**src/sv/dmsp_pkg.sv**
```systemverilog
// ============================================================================
// DNS message stream parser package
// Shared result codes, the descriptor that passes from the classifier to
// the result expander, and the queue sizing constants.
// ============================================================================
package dmsp_pkg;

   // Result kinds as they appear on the result stream.
   typedef enum logic [4:0] {
      FK_ID          = 5'd0,
      FK_QR          = 5'd1,
      FK_OPCODE      = 5'd2,
      FK_AA          = 5'd3,
      FK_TC          = 5'd4,
      FK_RD          = 5'd5,
      FK_RA          = 5'd6,
      FK_Z           = 5'd7,
      FK_RCODE       = 5'd8,
      FK_QDCOUNT     = 5'd9,
      FK_ANCOUNT     = 5'd10,
      FK_NSCOUNT     = 5'd11,
      FK_ARCOUNT     = 5'd12,
      FK_LABEL_LEN   = 5'd13,
      FK_NAME_BYTE   = 5'd14,
      FK_NAME_END    = 5'd15,
      FK_TYPE        = 5'd16,
      FK_CLASS       = 5'd17,
      FK_TTL         = 5'd18,
      FK_RDLENGTH    = 5'd19,
      FK_RDATA_BYTE  = 5'd20,
      FK_NONE        = 5'd21
   } field_kind_type;

   typedef enum logic [1:0] {
      ST_PARSING   = 2'd0,
      ST_COMPLETE  = 2'd1,
      ST_TRUNCATED = 2'd2,
      ST_TRAILING  = 2'd3
   } parse_status_type;

   // Section codes; the record sections follow the question section in order.
   localparam logic [2:0] SEC_HEADER   = 3'd0;
   localparam logic [2:0] SEC_QUESTION = 3'd1;

   // The flag word expands into this many results.
   localparam int FLAG_COUNT = 8;
   localparam logic [2:0] FLAG_LAST = 3'(FLAG_COUNT - 1);

   // Descriptor queue between classifier and expander.
   localparam int QDEPTH = 4;
   localparam int QPTR_W = $clog2(QDEPTH);
   localparam int QCNT_W = $clog2(QDEPTH + 1);

   localparam int RSP_TDATA_W = 56;

   // One descriptor per input byte that produces results. A flag descriptor
   // carries both flag bytes in the low 16 bits of value.
   typedef struct packed {
      logic             flags;
      field_kind_type   kind;
      logic [31:0]      value;
      logic [2:0]       section;
      logic [15:0]      record;
      parse_status_type status;
   } desc_type;

endpackage

```
**src/sv/dmsp_fifo.sv**
```systemverilog
// ============================================================================
// Descriptor queue
// Small register queue that decouples the byte classifier from the result
// expander.
// ============================================================================
module dmsp_fifo import dmsp_pkg::*; (
   input  logic     clock,
   input  logic     reset,
   input  logic     push,
   input  desc_type push_desc,
   output logic     full,
   input  logic     pop,
   output desc_type head,
   output logic     empty
);

   desc_type            mem_ff [QDEPTH];
   logic [QPTR_W-1:0]   wr_ptr_ff, wr_ptr_in;
   logic [QPTR_W-1:0]   rd_ptr_ff, rd_ptr_in;
   logic [QCNT_W-1:0]   cnt_ff, cnt_in;
   logic                do_push, do_pop;

   assign full    = (cnt_ff == QCNT_W'(QDEPTH));
   assign empty   = (cnt_ff == '0);
   assign do_push = push && !full;
   assign do_pop  = pop && !empty;
   assign head    = mem_ff[rd_ptr_ff];

   always_comb begin
      wr_ptr_in = do_push ? wr_ptr_ff + QPTR_W'(1) : wr_ptr_ff;
      rd_ptr_in = do_pop ? rd_ptr_ff + QPTR_W'(1) : rd_ptr_ff;
      cnt_in    = cnt_ff;
      if (do_push && !do_pop) begin
         cnt_in = cnt_ff + QCNT_W'(1);
      end else if (do_pop && !do_push) begin
         cnt_in = cnt_ff - QCNT_W'(1);
      end
   end

   always_ff @(posedge clock) begin
      if (reset) begin
         wr_ptr_ff <= '0;
         rd_ptr_ff <= '0;
         cnt_ff    <= '0;
      end else begin
         wr_ptr_ff <= wr_ptr_in;
         rd_ptr_ff <= rd_ptr_in;
         cnt_ff    <= cnt_in;
      end
   end

   always_ff @(posedge clock) begin
      if (do_push) begin
         mem_ff[wr_ptr_ff] <= push_desc;
      end
   end

   a_no_push_when_full: assert property (@(posedge clock) disable iff (reset)
      push |-> !full) else $error("descriptor pushed into a full queue");

   a_no_pop_when_empty: assert property (@(posedge clock) disable iff (reset)
      pop |-> !empty) else $error("descriptor popped from an empty queue");

   a_count_bound: assert property (@(posedge clock) disable iff (reset)
      cnt_ff <= QCNT_W'(QDEPTH)) else $error("queue count exceeds its depth");

endmodule

```
**src/sv/dmsp_front.sv**
```systemverilog
// ============================================================================
// Byte classifier
// Walks the message grammar one byte per cycle while the queue has room and
// keeps the parse state; every byte that produces results becomes one descriptor.
// ============================================================================
module dmsp_front import dmsp_pkg::*; (
   input  logic     clock,
   input  logic     reset,
   input  logic     req_tvalid,
   output logic     req_tready,
   input  logic [7:0] req_tdata,
   input  logic     req_tlast,
   output logic     push,
   output desc_type push_desc,
   input  logic     q_full
);

   typedef enum logic [3:0] {
      PH_ID, PH_FLAGS, PH_QD, PH_AN, PH_NS, PH_AR, PH_LEN, PH_LABEL, PH_PTR,
      PH_TYPE, PH_CLASS, PH_TTL, PH_RDLEN, PH_RDATA, PH_DONE
   } phase_type;

   phase_type   phase_ff, phase_in;
   logic [1:0]  bwf_ff, bwf_in;
   logic [23:0] acc_ff, acc_in;
   logic [15:0] remain_ff [4];
   logic [15:0] remain_in [4];
   logic [15:0] record_ff, record_in;
   logic [7:0]  label_left_ff, label_left_in;
   logic [7:0]  label_cnt_ff, label_cnt_in;
   logic [15:0] rdata_left_ff, rdata_left_in;

   logic             fire;
   logic [7:0]       b;
   logic [31:0]      word;
   logic [2:0]       bwf_plus;
   logic             done2, done4;
   logic             in_records;
   logic [2:0]       sec;
   logic [15:0]      rec;
   logic             emit, is_flags, rec_end, fin_chk, hit_one, any_left;
   field_kind_type   kind;
   logic [31:0]      value;
   parse_status_type status;
   logic [7:0]       label_less;
   logic [15:0]      rdata_less;

   assign req_tready = !q_full;
   assign fire       = req_tvalid && req_tready;
   assign b          = req_tdata;
   assign word       = {acc_ff, b};
   assign bwf_plus   = {1'b0, bwf_ff} + 3'd1;
   assign done2      = (bwf_plus >= 3'd2);
   assign done4      = (bwf_plus >= 3'd4);
   assign in_records = (phase_ff >= PH_LEN) && (phase_ff <= PH_RDATA);
   assign label_less = label_left_ff - 8'd1;
   assign rdata_less = rdata_left_ff - 16'd1;

   // Current section: first one with records left, only inside the body.
   always_comb begin
      sec = SEC_HEADER;
      if (in_records) begin
         if (remain_ff[0] != '0) begin
            sec = 3'd1;
         end else if (remain_ff[1] != '0) begin
            sec = 3'd2;
         end else if (remain_ff[2] != '0) begin
            sec = 3'd3;
         end else if (remain_ff[3] != '0) begin
            sec = 3'd4;
         end
      end
   end
   assign rec = (sec != SEC_HEADER) ? record_ff : 16'd0;

   always_comb begin
      phase_in      = phase_ff;
      bwf_in        = bwf_ff;
      acc_in        = acc_ff;
      remain_in     = remain_ff;
      record_in     = record_ff;
      label_left_in = label_left_ff;
      label_cnt_in  = label_cnt_ff;
      rdata_left_in = rdata_left_ff;
      emit          = 1'b0;
      is_flags      = 1'b0;
      kind          = FK_NONE;
      value         = '0;
      rec_end       = 1'b0;
      fin_chk       = 1'b0;
      hit_one       = 1'b0;
      any_left      = 1'b0;

      case (phase_ff)
         PH_ID, PH_FLAGS, PH_QD, PH_AN, PH_NS, PH_AR, PH_TYPE, PH_CLASS,
         PH_RDLEN: begin
            acc_in = {acc_ff[15:0], b};
            bwf_in = done2 ? 2'd0 : bwf_plus[1:0];
            if (done2) begin
               emit  = 1'b1;
               value = {16'd0, word[15:0]};
               case (phase_ff)
                  PH_ID: begin
                     kind     = FK_ID;
                     phase_in = PH_FLAGS;
                  end
                  PH_FLAGS: begin
                     kind     = FK_QR;
                     is_flags = 1'b1;
                     phase_in = PH_QD;
                  end
                  PH_QD: begin
                     kind         = FK_QDCOUNT;
                     remain_in[0] = word[15:0];
                     phase_in     = PH_AN;
                  end
                  PH_AN: begin
                     kind         = FK_ANCOUNT;
                     remain_in[1] = word[15:0];
                     phase_in     = PH_NS;
                  end
                  PH_NS: begin
                     kind         = FK_NSCOUNT;
                     remain_in[2] = word[15:0];
                     phase_in     = PH_AR;
                  end
                  PH_AR: begin
                     kind         = FK_ARCOUNT;
                     remain_in[3] = word[15:0];
                     record_in    = '0;
                     fin_chk      = 1'b1;
                  end
                  PH_TYPE: begin
                     kind     = FK_TYPE;
                     phase_in = PH_CLASS;
                  end
                  PH_CLASS: begin
                     kind = FK_CLASS;
                     if (sec == SEC_QUESTION) begin
                        rec_end = 1'b1;
                     end else begin
                        phase_in = PH_TTL;
                     end
                  end
                  PH_RDLEN: begin
                     kind          = FK_RDLENGTH;
                     rdata_left_in = word[15:0];
                     if (word[15:0] == '0) begin
                        rec_end = 1'b1;
                     end else begin
                        phase_in = PH_RDATA;
                     end
                  end
                  default: begin
                     kind = FK_NONE;
                  end
               endcase
            end
         end
         PH_TTL: begin
            acc_in = {acc_ff[15:0], b};
            bwf_in = done4 ? 2'd0 : bwf_plus[1:0];
            if (done4) begin
               emit     = 1'b1;
               kind     = FK_TTL;
               value    = word;
               phase_in = PH_RDLEN;
            end
         end
         PH_LEN: begin
            if (b == 8'h00) begin
               emit     = 1'b1;
               kind     = FK_NAME_END;
               value    = {24'd0, label_cnt_ff};
               phase_in = PH_TYPE;
               bwf_in   = 2'd0;
            end else if (b[7:6] == 2'b11) begin
               phase_in = PH_PTR;
            end else begin
               emit          = 1'b1;
               kind          = FK_LABEL_LEN;
               value         = {24'd0, b};
               label_left_in = b;
               phase_in      = PH_LABEL;
               if (label_cnt_ff != 8'hFF) begin
                  label_cnt_in = label_cnt_ff + 8'd1;
               end
            end
         end
         PH_LABEL: begin
            emit          = 1'b1;
            kind          = FK_NAME_BYTE;
            value         = {24'd0, b};
            label_left_in = label_less;
            if (label_less == '0) begin
               phase_in = PH_LEN;
            end
         end
         PH_PTR: begin
            emit     = 1'b1;
            kind     = FK_NAME_END;
            value    = {24'd0, label_cnt_ff};
            phase_in = PH_TYPE;
            bwf_in   = 2'd0;
         end
         PH_RDATA: begin
            emit          = 1'b1;
            kind          = FK_RDATA_BYTE;
            value         = {24'd0, b};
            rdata_left_in = rdata_less;
            if (rdata_less == '0) begin
               rec_end = 1'b1;
            end
         end
         PH_DONE: begin
            emit = 1'b1;
            kind = FK_NONE;
         end
         default: begin
            phase_in = PH_DONE;
         end
      endcase

      // A record closes: count it off in its own section.
      if (rec_end) begin
         for (int i = 0; i < 4; i++) begin
            if (sec == 3'(i + 1)) begin
               remain_in[i] = remain_ff[i] - 16'd1;
               hit_one      = hit_one | (remain_ff[i] == 16'd1);
            end
         end
         record_in = hit_one ? 16'd0 : record_ff + 16'd1;
         fin_chk   = 1'b1;
      end

      // Either another name starts or the message is complete.
      if (fin_chk) begin
         for (int i = 0; i < 4; i++) begin
            any_left = any_left | (remain_in[i] != '0);
         end
         if (any_left) begin
            phase_in      = PH_LEN;
            label_cnt_in  = '0;
            label_left_in = '0;
            bwf_in        = 2'd0;
         end else begin
            phase_in = PH_DONE;
         end
      end

      if (phase_ff == PH_DONE) begin
         status = ST_TRAILING;
      end else if (phase_in == PH_DONE) begin
         status = ST_COMPLETE;
      end else if (req_tlast) begin
         status = ST_TRUNCATED;
      end else begin
         status = ST_PARSING;
      end

      if (!emit && status != ST_PARSING) begin
         emit  = 1'b1;
         kind  = FK_NONE;
         value = '0;
      end

      // The end of the buffer always restarts the parse.
      if (req_tlast) begin
         phase_in      = PH_ID;
         bwf_in        = '0;
         acc_in        = '0;
         record_in     = '0;
         label_left_in = '0;
         label_cnt_in  = '0;
         rdata_left_in = '0;
         for (int i = 0; i < 4; i++) begin
            remain_in[i] = '0;
         end
      end
   end

   assign push      = fire && emit;
   assign push_desc = '{flags: is_flags, kind: kind, value: value, section: sec,
                        record: rec, status: status};

   always_ff @(posedge clock) begin
      if (reset) begin
         phase_ff      <= PH_ID;
         bwf_ff        <= '0;
         acc_ff        <= '0;
         record_ff     <= '0;
         label_left_ff <= '0;
         label_cnt_ff  <= '0;
         rdata_left_ff <= '0;
         for (int i = 0; i < 4; i++) begin
            remain_ff[i] <= '0;
         end
      end else if (fire) begin
         phase_ff      <= phase_in;
         bwf_ff        <= bwf_in;
         acc_ff        <= acc_in;
         record_ff     <= record_in;
         label_left_ff <= label_left_in;
         label_cnt_ff  <= label_cnt_in;
         rdata_left_ff <= rdata_left_in;
         remain_ff     <= remain_in;
      end
   end

   a_restart_after_last: assert property (@(posedge clock) disable iff (reset)
      fire && req_tlast |=> phase_ff == PH_ID && bwf_ff == 2'd0)
      else $error("parse did not restart after the final byte");

   a_body_has_section: assert property (@(posedge clock) disable iff (reset)
      in_records |-> sec != SEC_HEADER)
      else $error("name or record phase with no section left");

endmodule

```
**src/sv/dmsp_back.sv**
```systemverilog
// ============================================================================
// Result expander
// Takes descriptors from the queue and drives the registered result stream,
// spreading a flag descriptor over eight results.
// ============================================================================
module dmsp_back import dmsp_pkg::*; (
   input  logic                   clock,
   input  logic                   reset,
   input  desc_type               q_head,
   input  logic                   q_empty,
   output logic                   q_pop,
   output logic                   rsp_tvalid,
   input  logic                   rsp_tready,
   output logic [RSP_TDATA_W-1:0] rsp_tdata,
   output logic [4:0]             rsp_tuser,
   output logic                   rsp_tlast
);

   logic [2:0]       sub_ff, sub_in;
   logic             valid_ff, valid_in;
   field_kind_type   kind_ff, kind_in;
   logic [31:0]      value_ff, value_in;
   logic [2:0]       section_ff;
   logic [15:0]      record_ff;
   parse_status_type status_ff;
   logic             last_ff, last_in;
   logic             advance, take;
   logic [7:0]       hi, lo;

   assign advance = !valid_ff || rsp_tready;
   assign take    = advance && !q_empty;
   assign hi      = q_head.value[15:8];
   assign lo      = q_head.value[7:0];
   assign q_pop   = take && (!q_head.flags || sub_ff == FLAG_LAST);

   always_comb begin
      kind_in  = q_head.kind;
      value_in = q_head.value;
      last_in  = 1'b1;
      if (q_head.flags) begin
         last_in = (sub_ff == FLAG_LAST);
         case (sub_ff)
            3'd0: begin
               kind_in  = FK_QR;
               value_in = {31'd0, hi[7]};
            end
            3'd1: begin
               kind_in  = FK_OPCODE;
               value_in = {28'd0, hi[6:3]};
            end
            3'd2: begin
               kind_in  = FK_AA;
               value_in = {31'd0, hi[2]};
            end
            3'd3: begin
               kind_in  = FK_TC;
               value_in = {31'd0, hi[1]};
            end
            3'd4: begin
               kind_in  = FK_RD;
               value_in = {31'd0, hi[0]};
            end
            3'd5: begin
               kind_in  = FK_RA;
               value_in = {31'd0, lo[7]};
            end
            3'd6: begin
               kind_in  = FK_Z;
               value_in = {29'd0, lo[6:4]};
            end
            3'd7: begin
               kind_in  = FK_RCODE;
               value_in = {28'd0, lo[3:0]};
            end
            default: begin
               kind_in  = FK_NONE;
               value_in = '0;
            end
         endcase
      end
      sub_in   = take ? (q_pop ? 3'd0 : sub_ff + 3'd1) : sub_ff;
      valid_in = advance ? !q_empty : valid_ff;
   end

   always_ff @(posedge clock) begin
      if (reset) begin
         sub_ff   <= '0;
         valid_ff <= 1'b0;
      end else begin
         sub_ff   <= sub_in;
         valid_ff <= valid_in;
      end
   end

   always_ff @(posedge clock) begin
      if (take) begin
         kind_ff    <= kind_in;
         value_ff   <= value_in;
         section_ff <= q_head.section;
         record_ff  <= q_head.record;
         status_ff  <= q_head.status;
         last_ff    <= last_in;
      end
   end

   assign rsp_tvalid = valid_ff;
   assign rsp_tdata  = {3'd0, status_ff, record_ff, section_ff, value_ff};
   assign rsp_tuser  = kind_ff;
   assign rsp_tlast  = last_ff;

   a_flag_expansion_holds_head: assert property (@(posedge clock) disable iff (reset)
      sub_ff != 3'd0 |-> !q_empty && q_head.flags)
      else $error("flag expansion in progress without a flag descriptor at the head");

endmodule

```
**src/sv/dns_message_stream_parser.sv**
```systemverilog
// ============================================================================
// DNS message stream parser
// Parses a DNS message arriving one byte per transaction and emits one
// tagged result transaction per completed field, name byte, rdata byte, trailing byte or last byte.
// ============================================================================
// Path: an accepted byte is written into the queue, and the expander moves
//   its first result from the queue head into the output register.
// Throughput: one byte per cycle while the queue has room. The second flag byte
//   yields eight results, one per cycle from the expander while the result side is
//   ready, while the count bytes behind it push a descriptor every other byte; the
//   four-entry queue fills and the input stalls once per message. Every other byte yields at most one.
// Reset: synchronous, active high; clears the parse state, the queue and the
//   output valid flag. There is no clearing pass, so bytes are taken right away.
module dns_message_stream_parser import dmsp_pkg::*; (
   input  logic                   clock,
   input  logic                   reset,
   // Input byte channel.
   input  logic                   req_tvalid,
   output logic                   req_tready,
   input  logic [7:0]             req_tdata,   // [7:0] data_byte
   input  logic                   req_tlast,   // last_byte
   // Result channel.
   output logic                   rsp_tvalid,
   input  logic                   rsp_tready,
   output logic [RSP_TDATA_W-1:0] rsp_tdata,   // [31:0] field_value,
                                               // [34:32] section_code,
                                               // [50:35] record_number,
                                               // [52:51] parse_status,
                                               // [55:53] zero
   output logic [4:0]             rsp_tuser,   // [4:0] field_kind
   output logic                   rsp_tlast    // run_last
);

   // The classifier pushes at most one descriptor per accepted byte. Bytes
   // that are quiet (the leading bytes of a multi-byte field, the first byte
   // of a compression pointer) push nothing unless they end the buffer.
   logic     push, q_full, q_pop, q_empty;
   desc_type push_desc, q_head;

   dmsp_front u_front (
      .clock      (clock),
      .reset      (reset),
      .req_tvalid (req_tvalid),
      .req_tready (req_tready),
      .req_tdata  (req_tdata),
      .req_tlast  (req_tlast),
      .push       (push),
      .push_desc  (push_desc),
      .q_full     (q_full)
   );

   // The queue is what lets the classifier run ahead while the expander
   // spreads the flag word over eight results or the result side stalls.
   dmsp_fifo u_fifo (
      .clock     (clock),
      .reset     (reset),
      .push      (push),
      .push_desc (push_desc),
      .full      (q_full),
      .pop       (q_pop),
      .head      (q_head),
      .empty     (q_empty)
   );

   // The expander owns the output register, so a waiting result never
   // blocks the input side until the queue itself fills.
   dmsp_back u_back (
      .clock      (clock),
      .reset      (reset),
      .q_head     (q_head),
      .q_empty    (q_empty),
      .q_pop      (q_pop),
      .rsp_tvalid (rsp_tvalid),
      .rsp_tready (rsp_tready),
      .rsp_tdata  (rsp_tdata),
      .rsp_tuser  (rsp_tuser),
      .rsp_tlast  (rsp_tlast)
   );

endmodule
```
**config.mk**
```make
export PLATFORM = sky130hd
export DESIGN_NAME = dns_message_stream_parser
export DESIGN_NICKNAME = d
export VERILOG_FILES = /design/src/sv/dmsp_pkg.sv /design/src/sv/dmsp_fifo.sv /design/src/sv/dmsp_front.sv /design/src/sv/dmsp_back.sv /design/src/sv/dns_message_stream_parser.sv
export SDC_FILE = /design/constraint.sdc
export NUM_CORES = 1
export LEC_CHECK = 0
export CAP_MARGIN = 10
export CELL_PAD_IN_SITES_DETAIL_PLACEMENT = 0
export CELL_PAD_IN_SITES_GLOBAL_PLACEMENT = 1
export CORE_ASPECT_RATIO = 0.75
export CORE_MARGIN = 2
export CORE_UTILIZATION = 52
export DETAILED_ROUTE_END_ITERATION = 7
export DONT_BUFFER_PORTS = 1
export PLACE_DENSITY_LB_ADDON = 0.3
export SLEW_MARGIN = 15
export SYNTH_ARGS = -nofsm -noshare
export SYNTH_HDL_FRONTEND = slang
export SYNTH_SLANG_ARGS = --single-unit
export TNS_END_PERCENT = 20
```
**constraint.sdc**
```tcl
create_clock -name clock -period 5.2 [get_ports clock]
set_clock_uncertainty 0.1 [all_clocks]
set_input_delay 0.52 -clock clock [delete_from_list [all_inputs] [get_ports clock]]
set_output_delay 0.52 -clock clock [all_outputs]
set_load 0.05 [all_outputs]
```
==> results.py <==
metrics = {
    "sta": {
        "tightest_slew_ns": 1.08,
        "period_share_pct": 96.6,
        "setup_tns_ns": 0,
        "fmax_ghz": 0.199,
        "setup_violations": 0,
        "min_period_ns": 5.02,
        "maxSlewHeadroom_pct": 28.0,
        "finalMaxSlewViolations": 0,
        "finalHoldViolCount": 0,
        "rsz0062_at_grt": "no",
        "hold_slack_ns": 0.0236,
    },
    "global_route": {
        "antenna_found_initial": 5,
        "grt_pass1_wl_mm": 101,
        "grt_overflow_total": 0,
        "grt_max_degree": 131,
        "grt.total_usage_pct": 29.6,
        "first_global_vias": 16500,
    },
    "drt": {
        "drt_iter0_drc": 2259,
        "routed-wl-met2_mm": 28.0,
        "wl_per_cell_um": 24.8,
        "highest_layer": "met5",
        "drt_wl_total_mm": 66.5,
        "final_antenna_net_count": 0,
        "viasPerCell": 6.48,
        "drc": 0,
        "dr.pass1.iters": 7,
        "num_vias": 17400,
        "dr_wl_met3_mm": 6.94,
        "wl_met1_mm": 29.4,
    },
    "cts": {
        "h-tree-depth": 2,
        "cts_root_buf": "clkbuf_16",
        "cts.clk_slew.worst_paths_ns": 0.06,
        "clk_path_buf_depth": 3,
        "tritoncts": "built",
        "cts-buffers-inserted": 45,
        "clock_latency_ns": 0.59,
        "clock_sinks": 450,
    },
    "worst_setup_path": {
        "worst_path_max_delay_cell": "or4_1",
        "cp-end-kind": "flip-flop",
        "slowest_delay_ns": 0.74,
        "start_kind": "flip-flop",
        "arrival_ns": 5.40,
        "cpLargestDelayFamily": "simple AND/OR/NAND/NOR gates",
        "cp_data_required_time_ns": 5.58,
        "critPathKind": "reg2reg",
        "crit_chain": "or4_1, nor4_1, nand3_1, or4_1, a21oi_1, buf_4, nor2_1, a21o_1, a2111oi_1, and4_1, a22oi_1, buf_4, a211oi_1",
        "crit_fanout": 13,
        "path_buf_inv": 2,
    },
    "pwr": {
        "vdd_drop_max_v": 0.000464,
        "p_leak_nw": 8.69,
        "p_per_area_mw_per_mm2": 435,
    },
    "logic_synthesis": {
        "yosysSeqAreaShare_pct": 53.6,
        "synth_cells": 2085,
        "ys.flop_type": "edfxtp_1",
        "synth_edf_count": 295,
        "synth_cell_type_count": 90,
        "syn_area_sq_mm": 0.0223,
        "ys_async_sr_fraction_pct": 0,
        "avgSynthCellArea_sq_um": 10.7,
        "synth-warning-count": 0,
        "synth_seq_cells": 450,
    },
    "layout": {
        "layout-drive-gt1-share_pct": 12.3,
        "diodes": 0,
        "areaGrowthSynthToFinish_pct": 10.7,
        "final_nets": 2120,
        "fin_area_sq_mm": 0.0247,
        "fin_util_pct": 58.5,
        "mostFrequentLayoutCells": "edfxtp_1, nor2_1, nand2_1, dfxtp_1, a21oi_1",
        "final_common_cell": "edfxtp_1",
    },
    "placed_design": {
        "gp_congestion": 0.939,
        "port_buffers": 0,
        "place_area_sq_mm": 0.0232,
        "dp_hpwl_mm": 43.5,
    },
    "floorplan": {
        "die-area_sq_mm": 0.0446,
        "ios": 77,
        "rows": 65,
        "dieWidth_um": 243,
        "core_area_sq_mm": 0.0422,
        "start_util_pct": 52.9,
        "die_h_um": 183,
    },
    "run_status": {
        "status": "finished clean",
    },
    "hold_path": {
        "holdCritPathClass": "in2reg",
    },
    "run": {
        "cap_violations": 0,
    },
}
-- worst paths after layout --
| check | depth (start not counted) | slack (ns) | start | to |
|---|---|---|---|---|
| worst max-delay path | 13 | 0.18 | u_front.remain_ff[20] | u_front.label_cnt_ff[7] |
| worst min register to register | 2 | 0.39 | u_front.rdata_left_ff[10] | u_front.rdata_left_ff[10] |
| worst min-delay path | 2 | 0.02 | req_tdata[7] | u_front.acc_ff[7] |
| worst max register to register | 13 | 0.18 | u_front.remain_ff[20] | u_front.label_cnt_ff[7] |
-- cells in the mapped netlist (all sizes together) (22+ instances only) --
library cell / number / area, sq um
mux4: 59 / 1330
and2: 44 / 275
dfxtp: 155 / 3100
xnor2: 30 / 263
nor2b: 44 / 275
a22oi: 55 / 413
nand3: 45 / 225
o21ai: 104 / 521
edfxtp: 295 / 8860
or3: 24 / 150
ha: 31 / 388
inv: 48 / 180
nand2: 169 / 634
xor2: 26 / 228
nor2: 248 / 936
nor4: 27 / 226
nor3: 65 / 330
a31oi: 26 / 163
a21oi: 123 / 623
and3: 23 / 144
buf: 22 / 110
clkbuf: 125 / 469
-- layout make-up --
| class | count | area, sq um |
|---|---|---|
| clock buffers | 59 | 1220 |
| clock inverters | 24 | 287 |
| fillers | 3471 | 17500 |
| inverters | 49 | 184 |
| multi-input cells | 1441 | 9640 |
| flip-flops and latches | 450 | 12000 |
| well taps | 569 | 712 |
| repair buffers | 88 | 708 |
-- sequential cells by signal (all words and copies together) (netlist names), 2 cells and up, named ones only --
name / count
u_back.sub_ff: 3
u_fifo.rd_ptr_ff: 2
u_fifo.mem_ff: 236
u_front.label_left_ff: 8
u_back.section_ff: 3
u_back.rsp_tuser: 5
u_front.acc_ff: 24
u_back.status_ff: 2
u_back.record_ff: 16
u_front.phase_ff: 4
u_front.record_ff: 16
u_front.bwf_ff: 2
u_back.value_ff: 32
u_front.rdata_left_ff: 16
u_front.label_cnt_ff: 8
u_fifo.cnt_ff: 3
u_fifo.wr_ptr_ff: 2
u_front.remain_ff: 64
-- per-stage QoR --
| step | power, mW | cells | setup WS (ns) |
|---|---|---|---|
| global route | 11.1 | 2680 | 0.00203 |
| finish | 10.7 | 2680 | 0.177 |
| floorplan | 6.86 | 2087 | 0.736 |
| CTS | 10.8 | 2680 | 0.283 |
| global placement | 7.39 | 2595 | 0.456 |
| detailed placement | 7.46 | 2595 | 0.295 |
-- cell families after synthesis --
kind of cell,Yosys count,share of synthesized area [%]
compound gates,501,15.1
xor+xnor,56,2.20
fa+ha+maj,32,1.83
buf+inv,196,3.42
flops,450,53.6
mux,78,6.83
other cells,1,0.0168
simple gates,771,17.1
-- report_power, final --
group          switching, mW  total [mW]  internal (mW)
sequential              1.07        5.56           4.49
clock                   1.42        3.34           1.92
combinational           1.16        1.83          0.670
-- timing repair --
action | CTS | global route
endpoints found under the setup margin | 0 | 20
endpoints found under the hold margin | 131 | 0
resized for setup | 0 | 1
hold buffers | 2 | 0
buffers inserted | 0 | 0
-- metal layers --
metal	up-vias	GRT usage, %
li1	7828	-
met1	8520	44.1
met2	880	42.5
met3	142	7.30
met4	2	9.25
met5	-	0
Power figures use the tool's default switching activity.
